<file path="config.mk">
export PLATFORM = sky130hd
export DESIGN_NAME = tlpa_front_flat
export DESIGN_NICKNAME = d
export VERILOG_FILES = /design/src/hw/rtl/tlpa_pkg.sv /design/src/hw/rtl/tlpa_if.sv /design/src/hw/rtl/tlpa_front.sv /design/src/flat_wrapper.sv
export SDC_FILE = /design/constraint.sdc
export NUM_CORES = 1
export LEC_CHECK = 0
export ABC_AREA = 1
export BUFFER_PORTS_ARGS = -buffer_cell sky130_fd_sc_hd__buf_4
export CAP_MARGIN = 30
export CELL_PAD_IN_SITES_DETAIL_PLACEMENT = 0
export CELL_PAD_IN_SITES_GLOBAL_PLACEMENT = 1
export CORE_ASPECT_RATIO = 0.5
export CORE_MARGIN = 3
export CORE_UTILIZATION = 36
export DETAILED_ROUTE_END_ITERATION = 7
export GPL_ROUTABILITY_DRIVEN = 0
export HOLD_SLACK_MARGIN = 0.05
export PLACE_DENSITY_LB_ADDON = 0.08
export SYNTH_ARGS = -nofsm -noshare
export SYNTH_HDL_FRONTEND = slang
export SYNTH_SLANG_ARGS = --single-unit
</file>
<file path="constraint.sdc">
create_clock -name clk -period 1.8 [get_ports clk]
set_input_delay 0.36 -clock clk [delete_from_list [all_inputs] [get_ports clk]]
set_output_delay 0.36 -clock clk [all_outputs]
set_load 0.05 [all_outputs]
</file>
<file path="src/hw/rtl/tlpa_pkg.sv">
package tlpa_pkg;

  localparam int PIX_W      = 8;
  localparam int GAIN_W     = 16;
  localparam int ACC_W      = 22;
  localparam int FRAC_W     = 12;
  localparam int CFG_DATA_W = 21;
  localparam int CFG_IDX_W  = 2;
  localparam int HALF_LSB   = 2048;

  localparam int DEFAULT_MAX_SAMPLES = 1048576;
  localparam int FRAME_SAMPLES_RST   = 1048576;
  localparam int QUEUE_DEPTH         = 4;

  localparam logic signed [GAIN_W-1:0] ACCEL_GAIN_RST = 16'sh1000;
  localparam logic signed [GAIN_W-1:0] DECAY_GAIN_RST = 16'sh0000;

  localparam logic signed [ACC_W-1:0] ACC_HIGH = 22'sh0FF000;
  localparam logic signed [ACC_W-1:0] ACC_LOW  = 22'sh200000;
  localparam logic [PIX_W-1:0]        PIX_MAX  = 8'hff;

  typedef enum logic [CFG_IDX_W-1:0] {
    REG_ACCEL_GAIN    = 2'd0,
    REG_DECAY_GAIN    = 2'd1,
    REG_FRAME_SAMPLES = 2'd2
  } cfg_reg_t;

  typedef struct packed {
    logic                  wen;
    logic [CFG_IDX_W-1:0]  index;
    logic [CFG_DATA_W-1:0] data;
  } cfg_wr_t;

endpackage

</file>
<file path="src/hw/rtl/tlpa_if.sv">
interface tlpa_pix_in_if;
  logic                       valid;
  logic                       ready;
  logic [tlpa_pkg::PIX_W-1:0] pixel_in;

  modport source (output valid, output pixel_in, input ready);
  modport sink (input valid, input pixel_in, output ready);
endinterface


</file>
<file path="src/hw/rtl/tlpa_front.sv">
module tlpa_front #(
  parameter int MAX_SAMPLES = tlpa_pkg::DEFAULT_MAX_SAMPLES,
  localparam int AW = (MAX_SAMPLES > 1) ? $clog2(MAX_SAMPLES) : 1,
  localparam int QW = AW + tlpa_pkg::PIX_W + 2
) (
  input  logic              clk,
  input  logic              rst,
  input  tlpa_pkg::cfg_wr_t cfg,
  tlpa_pix_in_if.sink       pix_in,
  output logic              q_push,
  output logic [QW-1:0]     q_data,
  input  logic              q_full
);

  import tlpa_pkg::*;

  localparam int CW = (AW + 1 > CFG_DATA_W) ? AW + 1 : CFG_DATA_W;
  localparam int RST_SAMPLES =
    (MAX_SAMPLES < FRAME_SAMPLES_RST) ? MAX_SAMPLES : FRAME_SAMPLES_RST;

  logic [AW-1:0] sample_index;
  logic [AW-1:0] last_pos;
  logic [AW-1:0] last_pos_next;
  logic          first_frame;
  logic [CW-1:0] fs_ext;
  logic          accept;
  logic          is_last;

  assign fs_ext  = CW'(cfg.data);
  assign accept  = pix_in.valid && !q_full;
  assign is_last = (sample_index == last_pos);

  assign pix_in.ready = !q_full;
  assign q_push       = accept;
  assign q_data       = {first_frame, is_last, pix_in.pixel_in, sample_index};

  // frame size of zero acts as one, oversize clamps to the store depth
  always_comb begin
    priority if (fs_ext == '0) begin
      last_pos_next = '0;
    end else if (fs_ext > CW'(MAX_SAMPLES)) begin
      last_pos_next = AW'(MAX_SAMPLES - 1);
    end else begin
      last_pos_next = AW'(fs_ext - 1'b1);
    end
  end

  always_ff @(posedge clk) begin
    if (rst) begin
      sample_index <= '0;
      last_pos     <= AW'(RST_SAMPLES - 1);
      first_frame  <= 1'b1;
    end else if (cfg.wen && (cfg.index == REG_FRAME_SAMPLES)) begin
      sample_index <= '0;
      last_pos     <= last_pos_next;
      first_frame  <= 1'b1;
    end else if (accept) begin
      if (is_last) begin
        sample_index <= '0;
        first_frame  <= 1'b0;
      end else begin
        sample_index <= sample_index + 1'b1;
      end
    end
  end

endmodule

</file>
<file path="src/flat_wrapper.sv">
// flat-port wrapper written by rule: the top's interface ports become plain ports
module tlpa_front_flat import tlpa_pkg::*;
#(
  parameter int MAX_SAMPLES = tlpa_pkg::DEFAULT_MAX_SAMPLES,
  localparam int AW = (MAX_SAMPLES > 1) ? $clog2(MAX_SAMPLES) : 1,
  localparam int QW = AW + tlpa_pkg::PIX_W + 2
)
  (clk, rst, cfg, q_push, q_data, q_full, pix_in_valid, pix_in_pixel_in, pix_in_ready);
  tlpa_pix_in_if pix_in_i ();
  input  logic clk;
  input  logic rst;
  input  tlpa_pkg::cfg_wr_t cfg;
  output logic q_push;
  output logic [QW-1:0] q_data;
  input  logic q_full;
  input wire logic [$bits(pix_in_i.valid)-1:0] pix_in_valid;
  input wire logic [$bits(pix_in_i.pixel_in)-1:0] pix_in_pixel_in;
  output wire logic [$bits(pix_in_i.ready)-1:0] pix_in_ready;
  assign pix_in_i.valid = pix_in_valid;
  assign pix_in_i.pixel_in = pix_in_pixel_in;
  assign pix_in_ready = pix_in_i.ready;
  tlpa_front #(.MAX_SAMPLES(MAX_SAMPLES)) u_core (.clk(clk), .rst(rst), .cfg(cfg), .pix_in(pix_in_i), .q_push(q_push), .q_data(q_data), .q_full(q_full));
endmodule
</file>
==> qor.yml <==
overflow: 0
finalHoldViolations: 0
synth_edf_count: 0
synth.distinct_cells: 28
clkTransAtPathRegs_ns: 0.06
synth_top_area_share_pct: 30.3
cts_sinks: 41
cp_max_fo: 6
start_kind: "flop"
end_kind: "primary output"
antenna_found_initial: 0
dieArea_um2: 8670
p_leak_nw: 1.63
cts_made_buffers: 5
area_growth_pct: 30.5
grt_max_degree: 22
rows: 21
final_area_um2: 3540
detail-route-antenna-nets: 0
cts-htree-levels: 2
drv_cap: 0
fin_ws_ns: 0.0209
groute.usage.overall_pct: 17.2
drt-pass1-iter-count: 4
placed_cell_area_um2: 3280
n_fill_cell: 731
drc_errors: 0
routed_wl_mm: 7.16
vias_per_cell: 4.58
min_path_type: "in -> reg"
postCtsHoldBufs: 0
die_w_um: 129
grt_setup_unrepaired: "yes"
yosys-top-cells-area: "dfxtp_1 30%, nand2_1 20%, nor2_1 10%"
syn_area_per_cell_um2: 6.19
fmax_mhz: 562
ys_seq_elements: 41
period_minus_slack_ns: 1.78
wl_per_cell_um: 11.9
die_y_um: 67.4
yosysWarnings: 0
nets: 546
place_hpwl_mm: 5.83
cts_tree: "built"
drive_gt1_share_pct: 27.0
synthFlopType: "dfxtp_1"
start_util_pct: 38.8
cp.arrival_ns: 1.42
crit_type: "reg -> out"
syn_nets: 477
worst_hold_slack_ns: 0.418
synthCells: 438
seq_area_frac_synth_pct: 30.3
setup-violations-final: 0
clk_path_buf_depth: 2
top_level_ports: 68
port_buffers: 51
max_slew_margin_pct: 64.3
cts_root_buf: "clkbuf_16"
clock_skew_ns: 0.00345
netlist_area_um2: 2710
pwr_density_cell_nw_per_um2: 616
drt_iter0_markers: 160
vdd_drop_max_mv: 0.366
synthArstFlopShare_pct: 0
power_mw: 2.18
grt_pass1_vias: 2578
insertedDiodeCount: 0
core_region_area_um2: 6990
post-place-ws_ns: -0.0313
report.final.slew_viol_count: 0
fin_crit_sh_pct: 98.8
grt_pass1_wl_mm: 12.0
clkLatencyLatePin_ns: 0.28
tightest_slew_ns: 0.534
synth_top_area_cell: "dfxtp_1"
crit_required_ns: 1.44
vias: 2745
status: "finished, final reports clean"
-- sequential cells by signal, summed over array words and instances (netlist names) --
register	cells
u_core.sample_index	20
u_core.last_pos	20
u_core.first_frame	1
-- placed cells by master (no fill, tap or decap) --
master and count:
nand3_1 27, nor3_4 1, o21ai_1 1, xor2_1 20, nand4_1 8, o21ai_0 3, clkinv_2 1, dfxtp_1 19
nand2_4 1, xnor2_1 8, inv_2 4, buf_4 80, nand3b_1 2, nor3_1 1, clkbuf_8 2, nor2_1 72
nand2_1 147, nor2_2 7, dfxtp_2 14, clkbuf_16 5, buf_6 1, inv_1 38, nand4_2 1, nand2_2 3
ha_1 3, buf_8 1, dfxtp_4 8, nor2_4 3, nor3_2 1, o211ai_1 1, or2_2 4, a21oi_1 21
-- worst paths after layout --
kind / slack [ns] / depth (start not counted) / from / end
max: 0.02 / 9 / u_core.sample_index[13]$_SDFFE_PP0P_ / q_data[28]
min: 0.42 / 5 / cfg[19] / u_core.last_pos[19]$_SDFFE_PP1P_
max reg2reg: 0.25 / 9 / u_core.sample_index[10]$_SDFFE_PP0P_ / u_core.sample_index[18]$_SDFFE_PP0P_
min reg2reg: 0.46 / 2 / u_core.first_frame$_SDFFE_PP1P_ / u_core.first_frame$_SDFFE_PP1P_
-- area by class of cell --
type	count	area [µm²]	area share, %
clock buffer	7	153	4.31
clock inverter	1	5.00	0.141
inverter	42	158	4.45
multi-input combinational	335	1610	45.6
sequential	41	868	24.5
tap	92	115	3.25
timing repair buffer	82	627	17.7
-- timing repair --
action / in CTS / in global routing
resized for setup: 16 / 7
buffers inserted: 4 / 4
endpoints found under the setup margin: 1 / 1
pin swaps: 3 / 1
-- synthesized netlist by cell type, types with 4 or more instances --
| cell | instances |
|---|---|
| nand2_1 | 147 |
| nor2_1 | 75 |
| dfxtp_1 | 41 |
| inv_1 | 39 |
| nand3_1 | 27 |
| a21oi_1 | 21 |
| xor2_1 | 20 |
| buf_4 | 10 |
| nand4_1 | 8 |
| xnor2_1 | 8 |
| buf_2 | 5 |
| clkbuf_1 | 4 |
| nor2_2 | 4 |
| or2_2 | 4 |
-- report_power, final --
part / internal (mW) / leakage [nW] / total (mW) / switching (mW)
clock network: 0.587 / 0.0799 / 0.932 / 0.345
logic: 0.130 / 1.21 / 0.298 / 0.168
registers: 0.924 / 0.342 / 0.950 / 0.0259
total: 1.64 / 1.63 / 2.18 / 0.539
-- critical path, cell delays in order (launching register included) --
cell and delay (ns):
dfxtp_4 0.38, nand2_1 0.05, inv_1 0.05, nor2_1 0.04
nor2_1 0.10, nand2_1 0.07, nor2_2 0.12, nand3_1 0.09
inv_2 0.09, buf_8 0.14
-- metal layers --
layer / wire length [µm] / part of all wire, % / track usage [%]
met1: 4120 / 58 / 25.7
met2: 2720 / 38 / 25.8
met3: 306 / 4.3 / 3.08
met4: 19 / 0.27 / 3.14
met5: 0 / 0 / 0
-- metrics by stage --
stage                     setup TNS, ns  util, %  instances
after floorplan                -0.00475        -        438
after detailed placement        -0.0549     46.9        584
after global placement            -5.22     46.7        583
after global routing            -0.0522     50.6        600
final                                 0     50.6        600
after CTS                             0     50.0        596
-- kinds of logic after synthesis --
logic type	Yosys count	synth area share [%]
xor gates and xnor gates	28	9.04
buffers and inverters	62	10.5
AOI/OAI and AO/OA	26	4.89
and+or+nand+nor	278	43.9
DFF	41	30.3
adders and majority gates	3	1.38
(Power assumes the default switching activity.)
