## src/hw/rtl/tlpa_pkg.sv

```systemverilog
package tlpa_pkg;

  localparam int PIX_W      = 8;
  localparam int GAIN_W     = 16;
  localparam int ACC_W      = 22;
  localparam int FRAC_W     = 12;
  localparam int CFG_DATA_W = 21;
  localparam int CFG_IDX_W  = 2;
  localparam int HALF_LSB   = 2048;

  localparam int DEFAULT_MAX_SAMPLES = 1048576;
  localparam int FRAME_SAMPLES_RST   = 1048576;
  localparam int QUEUE_DEPTH         = 4;

  localparam logic signed [GAIN_W-1:0] ACCEL_GAIN_RST = 16'sh1000;
  localparam logic signed [GAIN_W-1:0] DECAY_GAIN_RST = 16'sh0000;

  localparam logic signed [ACC_W-1:0] ACC_HIGH = 22'sh0FF000;
  localparam logic signed [ACC_W-1:0] ACC_LOW  = 22'sh200000;
  localparam logic [PIX_W-1:0]        PIX_MAX  = 8'hff;

  typedef enum logic [CFG_IDX_W-1:0] {
    REG_ACCEL_GAIN    = 2'd0,
    REG_DECAY_GAIN    = 2'd1,
    REG_FRAME_SAMPLES = 2'd2
  } cfg_reg_t;

  typedef struct packed {
    logic                  wen;
    logic [CFG_IDX_W-1:0]  index;
    logic [CFG_DATA_W-1:0] data;
  } cfg_wr_t;

endpackage

```

## src/hw/rtl/tlpa_queue.sv

```systemverilog
module tlpa_queue #(
  parameter int WIDTH = 8,
  parameter int DEPTH = tlpa_pkg::QUEUE_DEPTH
) (
  input  logic             clk,
  input  logic             rst,
  input  logic             push,
  input  logic [WIDTH-1:0] push_data,
  output logic             full,
  input  logic             pop,
  output logic [WIDTH-1:0] pop_data,
  output logic             empty
);

  localparam int PW = (DEPTH > 1) ? $clog2(DEPTH) : 1;
  localparam int CW = $clog2(DEPTH + 1);

  logic [WIDTH-1:0] mem [DEPTH];
  logic [PW-1:0]    wr_ptr;
  logic [PW-1:0]    rd_ptr;
  logic [CW-1:0]    count;
  logic             do_push;
  logic             do_pop;

  assign full     = (count == CW'(DEPTH));
  assign empty    = (count == '0);
  assign do_push  = push && !full;
  assign do_pop   = pop && !empty;
  assign pop_data = mem[rd_ptr];

  always_ff @(posedge clk) begin
    if (do_push) begin
      mem[wr_ptr] <= push_data;
    end
  end

  always_ff @(posedge clk) begin
    if (rst) begin
      wr_ptr <= '0;
      rd_ptr <= '0;
      count  <= '0;
    end else begin
      if (do_push) begin
        wr_ptr <= (wr_ptr == PW'(DEPTH - 1)) ? '0 : wr_ptr + 1'b1;
      end
      if (do_pop) begin
        rd_ptr <= (rd_ptr == PW'(DEPTH - 1)) ? '0 : rd_ptr + 1'b1;
      end
      if (do_push && !do_pop) begin
        count <= count + 1'b1;
      end else if (do_pop && !do_push) begin
        count <= count - 1'b1;
      end
    end
  end

endmodule

```

## config.mk

```make
export PLATFORM = sky130hd
export DESIGN_NAME = tlpa_queue
export DESIGN_NICKNAME = d
export VERILOG_FILES = /design/src/hw/rtl/tlpa_pkg.sv /design/src/hw/rtl/tlpa_queue.sv
export SDC_FILE = /design/constraint.sdc
export NUM_CORES = 1
export LEC_CHECK = 0
export ABC_AREA = 1
export BUFFER_PORTS_ARGS = -buffer_cell sky130_fd_sc_hd__buf_2
export CAP_MARGIN = 15
export CORE_ASPECT_RATIO = 1.75
export CORE_MARGIN = 5
export CORE_UTILIZATION = 55
export DETAILED_ROUTE_END_ITERATION = 7
export PLACE_DENSITY = 0.75
export SLEW_MARGIN = 20
export SYNTH_ARGS = -nofsm -noshare
export SYNTH_HDL_FRONTEND = slang
export SYNTH_SLANG_ARGS = --single-unit
```

## constraint.sdc

```tcl
create_clock -name clk -period 3.3 [get_ports clk]
set_input_delay 0 -clock clk [delete_from_list [all_inputs] [get_ports clk]]
set_output_delay 0 -clock clk [all_outputs]
set_load 0.02 [all_outputs]
```

==> impl_results.md, run 1 <==
* Post-Route M1 WL at 1150 um
* Initial core utilization at 57.3%
* Seq/Total Area, Yosys at 67.3%
* Leak at 0.838 nW
* Ant. Diodes at 0
* Layout net count at 201
* Die Area at 0.00434 mm2
* Synth async-reset ratio at 0%
* Highest fanout seen on the critical path at 7
* Worst-path clk slew at 0.08 ns
* Vias at 1,151
* Relative slew slack at 46.7%
* Critical Path Sink: count[1]
* Postcts setup bufs at 0
* CTS root buf: clkbuf_8
* Top cell type's share of synthesized area at 56.6%
* Cell chain of the critical path: nor2_1, nand2_1, nand2_2, inv_1, ha_1, inv_1, fa_1, o21ai_0, nor2_1
* Final Slew Violations at 0
* Startpoint types: flip-flop
* Drt first-iter violations at 17
* Area of the mapped netlist at 0.00170 mm2
* Cts-stage hold buffer count at 9
* R2r setup slk at 1.42 ns
* Inserted Clock Buffers at 5
* Worst path bufs/invs at 2
* Post-cts resize count at 0
* HP Class: input port to flip-flop
* Count of cell types in the netlist at 19
* Final Critical Period at 1.88 ns
* Total of warnings raised by yosys at 0
* WP data arrival at 2.06 ns
* Dpl cells at 208
* Final Hold Viols at 0
* # fillers at 208
* CP top delay family: adder cells
* Status: finished, final reports clean
* # setup viols final at 0
* Max VDD drop at 0.606 mV
* Final worst path period share at 57.1%
* PD cells at 824 mW/mm2
* Crit end category: flip-flop
* Pwr Total at 1.69 mW
* FF-to-FF End: count[1]
* Post-synth EDFFs at 32
* IO Count at 22
* Final Non-Filler Cells at 225
* Die Span Y at 83.5 um
* Vias in the first global route at 1,143
* Largest cells by area after synthesis: edfxtp_1 57%, dfxtp_1 11%, nor2_1 7.3%
* PortBufs at 21
* Drt total wl at 3010 um
* Cell row count at 26
* R2R Path Start: count[1]
* Primary FF master, synth: edfxtp_1
* FF/Latch Area at 0.00114 mm2
* Met2 WL at 1650 um
* CTS tree: built
* Initial antenna violation count at 0
* First-pass GRT wire length at 4840 um
* Slowest Stage Delay on Critical Path at 0.42 ns
* Req. time, crit path at 3.48 ns
* Vias per cell at 5.12
* DR WL/cell at 13.4 um
* MaxCap Viol Count at 0
* Final antenna-violating net count at 0
* RSZ-0062 raised after global routing: false
* Mean Syn Cell Area at 11.5 um2
* Top sig layer: met4
* Fmax at 531 MHz
* DIE WIDTH at 52.0 um
* Met3 Routed Length at 146 um
* Syn Nets at 166
* Slew @ Worst Pin at 0.796 ns
* Drt first pass iters at 4
* Gr usage total at 15.2%
* Core area at 0.00296 mm2
* Worst reg2reg path depth at 9
* Gate Count Post-Synth at 147
* Final core utilization at 69.4%
* Area occupied by multi-input gates at 465 um2
* Share of cells above drive strength 1 at 18.6%
* Htree depth at 2
* Slowest stage cell, crit path: fa_1
* Total grt overflow at 0
* GP Congestion at 0.690
* Largest net degree at the start of global routing at 18
* Area Overhead vs Synth at 21.2%
* CP startpoint: count[1]
* DRC viols at 0
* CP Class: flip-flop to flip-flop
* Clock Tree Buf Depth at 2
* Clock sinks at 41
* Stages on the worst setup path at 9
* Final clock skew at 0.00549 ns
* FF+latch count, synth at 41
* Post-DP HPWL at 2040 um
* Yosys top cell by area: edfxtp_1
* Setup TNS at 0 ns
* Clock Latency Late Sink at 0.29 ns
## synth_stat cells, types with 2 or more instances
cell and instances:
dfxtp_1 9, buf_6 2, nor2_1 33, o21ai_2 3
o21ai_0 13, ha_1 6, a21oi_1 2, nand3b_1 2
inv_1 17, o22ai_1 8, edfxtp_1 32, nand2_1 13
## layer usage
layer,vias up,track usage [%]
met1,535,15.7
met4,0,8.59
met2,34,26.1
met5,-,0
li1,572,-
met3,10,4.47
## worst min-delay path: stages
cell and delay [ns]:
buf_2 0.11, a21oi_1 0.06, nor2_1 0.09
## registers in the layout, indices dropped and copies added, names as in the netlist, named ones only
signal  flops
count       3
rd_ptr      2
mem        32
wr_ptr      2
## cells in the final DEF, fill, tap and decap left out
master / synthesis / routed
nor2_1: 33 / 33
edfxtp_1: 32 / 32
buf_2: 0 / 21
inv_1: 17 / 17
nand2_1: 13 / 13
o21ai_0: 13 / 13
dfxtp_1: 9 / 9
dlygate4sd3_1: 0 / 9
o22ai_1: 8 / 8
ha_1: 6 / 6
clkbuf_8: 0 / 5
o21ai_2: 3 / 3
a21oi_1: 2 / 2
nand3b_1: 2 / 2
bufinv_16: 0 / 2
nand2_2: 1 / 1
inv_2: 1 / 1
o21ai_1: 1 / 1
xor2_1: 1 / 1
nand3_1: 1 / 1
nand4_1: 1 / 1
fa_1: 1 / 1
clkinv_2: 0 / 1
## cell families after synthesis
| family | synth area share (%) |
|---|---|
| simple gates | 12.1 |
| flops | 67.3 |
| compound gates | 9.22 |
| buf+inv | 5.31 |
| fa+ha+maj | 5.60 |
| xor+xnor | 0.516 |
## worst min-delay path by stage
stage	start	endpoint	slack, ns	cells after the start
after floorplan	rst	count[0]	0.07	1
final	push	wr_ptr[1]	0.009	3
after CTS	push	wr_ptr[1]	0.01	3
after detailed placement	rst	count[0]	0.18	2
after global routing	push	wr_ptr[1]	0.03	3
after global placement	rst	count[0]	0.18	2
## power breakdown
part | leakage [nW] | switching, mW | total, mW | internal [mW]
logic | 0.402 | 0.335 | 0.517 | 0.182
registers | 0.368 | 0.0700 | 0.711 | 0.641
clock network | 0.0681 | 0.166 | 0.466 | 0.300
total | 0.838 | 0.571 | 1.69 | 1.12
## layout make-up
cell class | count | share of cell area, %
inverter | 18 | 3.29
sequential | 41 | 55.5
multi-input combinational | 86 | 22.6
tap | 42 | 2.56
clock buffer | 5 | 3.35
clock inverter | 3 | 3.16
timing repair buffer | 30 | 9.49
## per-stage QoR
stage               hold slack, ns  worst slack (ns)  area (um2)
floorplan                   0.0724              1.61        1700
global placement             0.178              1.52        1830
detailed placement           0.176              1.43        1830
CTS                         0.0115              1.42        2060
global route                0.0299              1.27        2060
finish                     0.00905              1.42        2060
(Power assumes the default switching activity.)
==> inputs of run 2 (changes only) <==
Settings changed: ABC_AREA 1 to 0, PLACE_DENSITY 0.75 to 0.76.
Clock period 3.3 ns to 1.81 ns, I/O delays scaled along.
==> impl_results.md, run 2 <==
* Status: finished, violations left (was finished, final reports clean)
* Failing checks: setup timing
* Area of the mapped netlist at 0.00165 mm2 (was 0.00170 mm2)
* R2r setup slk at -0.14 ns (was 1.42 ns)
* CP Class: flip-flop to flip-flop (unchanged)
* # setup viols final at 2 (was 0)
* # fillers at 180 (was 208)
* Startpoint types: flip-flop (unchanged)
* Vias per cell at 5.53 (was 5.12)
* Drt first-iter violations at 17 (unchanged)
* Most frequent cell after synthesis: edfxtp_1 (was nor2_1)
* Area Overhead vs Synth at 30.2% (was 21.2%)
* Drt first pass iters at 4 (unchanged)
* Total of warnings raised by yosys at 0 (unchanged)
* Highest fanout seen on the critical path at 2 (was 7)
* Clock Tree Buf Depth at 2 (unchanged)
* Seq/Total Area, Yosys at 69.4% (was 67.3%)
* FF-to-FF End: count[2] (was count[1])
* Final core utilization at 74.0% (was 69.4%)
* Initial antenna violation count at 0 (unchanged)
* Ant. Diodes at 0 (unchanged)
* Final clock skew at 0.00336 ns (was 0.00549 ns)
* PortBufs at 21 (unchanged)
* Count of cell types in the netlist at 26 (was 19)
* PD cells at 1360 mW/mm2 (was 824 mW/mm2)
* Top cell type's share of synthesized area at 58.4% (was 56.6%)
* Crit end category: flip-flop (unchanged)
* Hold endpoint: wr_ptr[0] (was wr_ptr[1])
* Max reg flops at 32 (unchanged)
* GP Congestion at 0.670 (was 0.690)
* Post-DP HPWL at 2020 um (was 2040 um)
* Post-synth EDFFs at 32 (unchanged)
* Cell row count at 26 (unchanged)
* Post-Layout Inst Area at 0.00214 mm2 (was 0.00206 mm2)
* Largest cells by area after synthesis: edfxtp_1 58%, dfxtp_1 11%, mux4_2 11% (was edfxtp_1 57%, dfxtp_1 11%, nor2_1 7.3%)
* MaxCap Viol Count at 0 (unchanged)
* Placement Setup Slack at -0.239 ns (was 1.43 ns)
* DR WL/cell at 17.0 um (was 13.4 um)
* First-pass GRT wire length at 4840 um (about the same)
* Largest net degree at the start of global routing at 13 (was 18)
* Worst-path clk slew at 0.07 ns (was 0.08 ns)
* Yosys top cell by area: edfxtp_1 (unchanged)
* Final Hold Viols at 0 (unchanged)
* Clock sinks at 41 (unchanged)
* Worst reg2reg path depth at 9 (unchanged)
* Initial core utilization at 56.8% (was 57.3%)
* Final worst path period share at 108% (was 57.1%)
* Commonest cells after routing, fill and taps aside: 32 x edfxtp_1, 21 x buf_2, 13 x buf_4 (was 33 x nor2_1, 32 x edfxtp_1, 21 x buf_2)
* IO Count at 22 (unchanged)
* FF+latch count, synth at 41 (unchanged)
* Post-synth top cells: 32 x edfxtp_1, 9 x dfxtp_1, 8 x mux4_2 (was 33 x nor2_1, 32 x edfxtp_1, 17 x inv_1)
* Syn Nets at 111 (was 166)
* Total grt overflow at 0 (unchanged)
* Area after DPL at 0.00189 mm2 (was 0.00183 mm2)
* CTS tree: built (unchanged)
* Vias in the first global route at 1,012 (was 1,143)
* Fmax at 513 MHz (was 531 MHz)
* RSZ-0062 raised after global routing: true (was false)
* Die Area at 0.00423 mm2 (was 0.00434 mm2)
* Final Slew Violations at 0 (unchanged)
* Primary FF master, synth: edfxtp_1 (unchanged)
* HP Class: input port to flip-flop (unchanged)
* DRC viols at 0 (unchanged)
* Htree depth at 2 (unchanged)
* Clock Latency Late Sink at 0.29 ns (about the same)
* Top Registers: mem (32), count (3) (unchanged)
* Synth async-reset ratio at 0% (unchanged)
* Inserted Clock Buffers at 5 (unchanged)
* Layout net count at 159 (was 201)
* Relative slew slack at 74.1% (was 46.7%)
* WP data arrival at 2.18 ns (was 2.06 ns)
* Core area at 0.00290 mm2 (was 0.00296 mm2)
* Req. time, crit path at 2.04 ns (was 3.48 ns)
* Gate Count Post-Synth at 92 (was 147)
* Die Span Y at 82.4 um (was 83.5 um)
* Worst hold slack at 0.0245 ns (was 0.00905 ns)
* Most common cell after layout, fill and taps aside: edfxtp_1 (was nor2_1)
* Leak at 0.824 nW (was 0.838 nW)
* Final antenna-violating net count at 0 (unchanged)
* Pwr Total at 2.92 mW (was 1.69 mW)
* R2R Path Start: count[2] (was count[1])
* Top reg by flops: mem (unchanged)
* CTS root buf: clkbuf_8 (unchanged)
* Gr usage total at 16.4% (was 15.2%)
* Slew @ Worst Pin at 0.388 ns (was 0.796 ns)
* Worst Hold Depth at 3 (unchanged)
* Mean Syn Cell Area at 17.9 um2 (was 11.5 um2)
* Setup WS post-layout at -0.141 ns (was 1.42 ns)
* DIE WIDTH at 51.3 um (was 52.0 um)
* Drt total wl at 2880 um (was 3010 um)
* Max VDD drop at 0.972 mV (was 0.606 mV)
* Final Critical Period at 1.95 ns (was 1.88 ns)
* Vias at 935 (was 1,151)
* Hold path startpoint: push (unchanged)
* Share of cells above drive strength 1 at 47.5% (was 18.6%)
[run 2: cell count changes after synthesis, moves of 2 or more]
| cell | previous run | this run |
|---|---|---|
| nor2_1 | 33 | 3 |
| inv_1 | 17 | 4 |
| nand2_1 | 13 | 1 |
| o21ai_0 | 13 | 1 |
| mux4_2 | 0 | 8 |
| o22ai_1 | 8 | 0 |
| and3_2 | 0 | 4 |
| o21ai_2 | 3 | 0 |
| mux2i_1 | 0 | 2 |
| nand3b_1 | 2 | 0 |
| nor3_1 | 0 | 2 |
| o31ai_2 | 0 | 2 |
[run 2: timing repair]
item                                    in CTS  in global routing
hold buffers                                 8                  1
setup buffers                                3                  1
endpoints found under the setup margin       2                  2
gates resized for setup                      5                  0
endpoints found under the hold margin       35                  2
pin swaps                                    8                  3
[run 2: cell families after synthesis]
family          Yosys count  synth area share (%)
compound gates            7                  3.04
xor+xnor                  2                  1.06
fa+ha+maj                 7                  5.78
buf+inv                   9                  2.89
flops                    41                  69.4
mux                      10                  12.2
simple gates             16                  5.70
[run 2: per-stage QoR]
| step | instances | setup TNS, ns |
|---|---|---|
| 2_1_floorplan | 92 | -0.294 |
| 3_3_place_gp | 148 | -0.280 |
| 3_5_place_dp | 148 | -0.358 |
| 4_1_cts | 167 | -0.159 |
| 5_1_grt | 169 | -0.295 |
| 6_report | 169 | -0.156 |
[run 2: layer usage]
metal  track usage, %  part of all wire (%)
met1             16.8                    36
met2             30.2                    57
met3             3.77                   4.5
met4             8.92                   2.4
met5                0                     0
[run 2: power breakdown]
part / switching [mW] / internal [mW] / total (mW)
sequential: 0.0842 / 1.16 / 1.24
combinational: 0.465 / 0.508 / 0.974
clock: 0.294 / 0.407 / 0.700
[run 2: cell type report]
cell class	count	area, um2	area share, %
flip-flops and latches	41	1150	53.7
multi-input cells	42	495	23.1
repair buffers	45	324	15.1
clock buffers	6	72.6	3.39
well taps	28	35.0	1.64
clock inverters	2	33.8	1.58
inverters	5	31.3	1.46
[run 2: how the worst max path moves through the flow]
| stage | end | slack (ns) | cells after the start | start |
|---|---|---|---|---|
| after floorplan | count[2] | -0.21 | 10 | count[2] |
| after global placement | count[2] | -0.19 | 9 | count[2] |
| after detailed placement | count[2] | -0.24 | 9 | count[2] |
| after CTS | count[2] | -0.14 | 8 | count[2] |
| after global routing | count[2] | -0.21 | 9 | count[2] |
| final | count[2] | -0.14 | 9 | count[2] |
[run 2: worst max-delay path: stages (launching register included)]
cell and delay (ns):
dfxtp_2 0.32, or3b_4 0.27, clkinv_8 0.05, nor2_4 0.11, ha_4 0.15, inv_2 0.04, fa_2 0.33, xor2_1 0.16
or3_4 0.33, a21oi_2 0.13
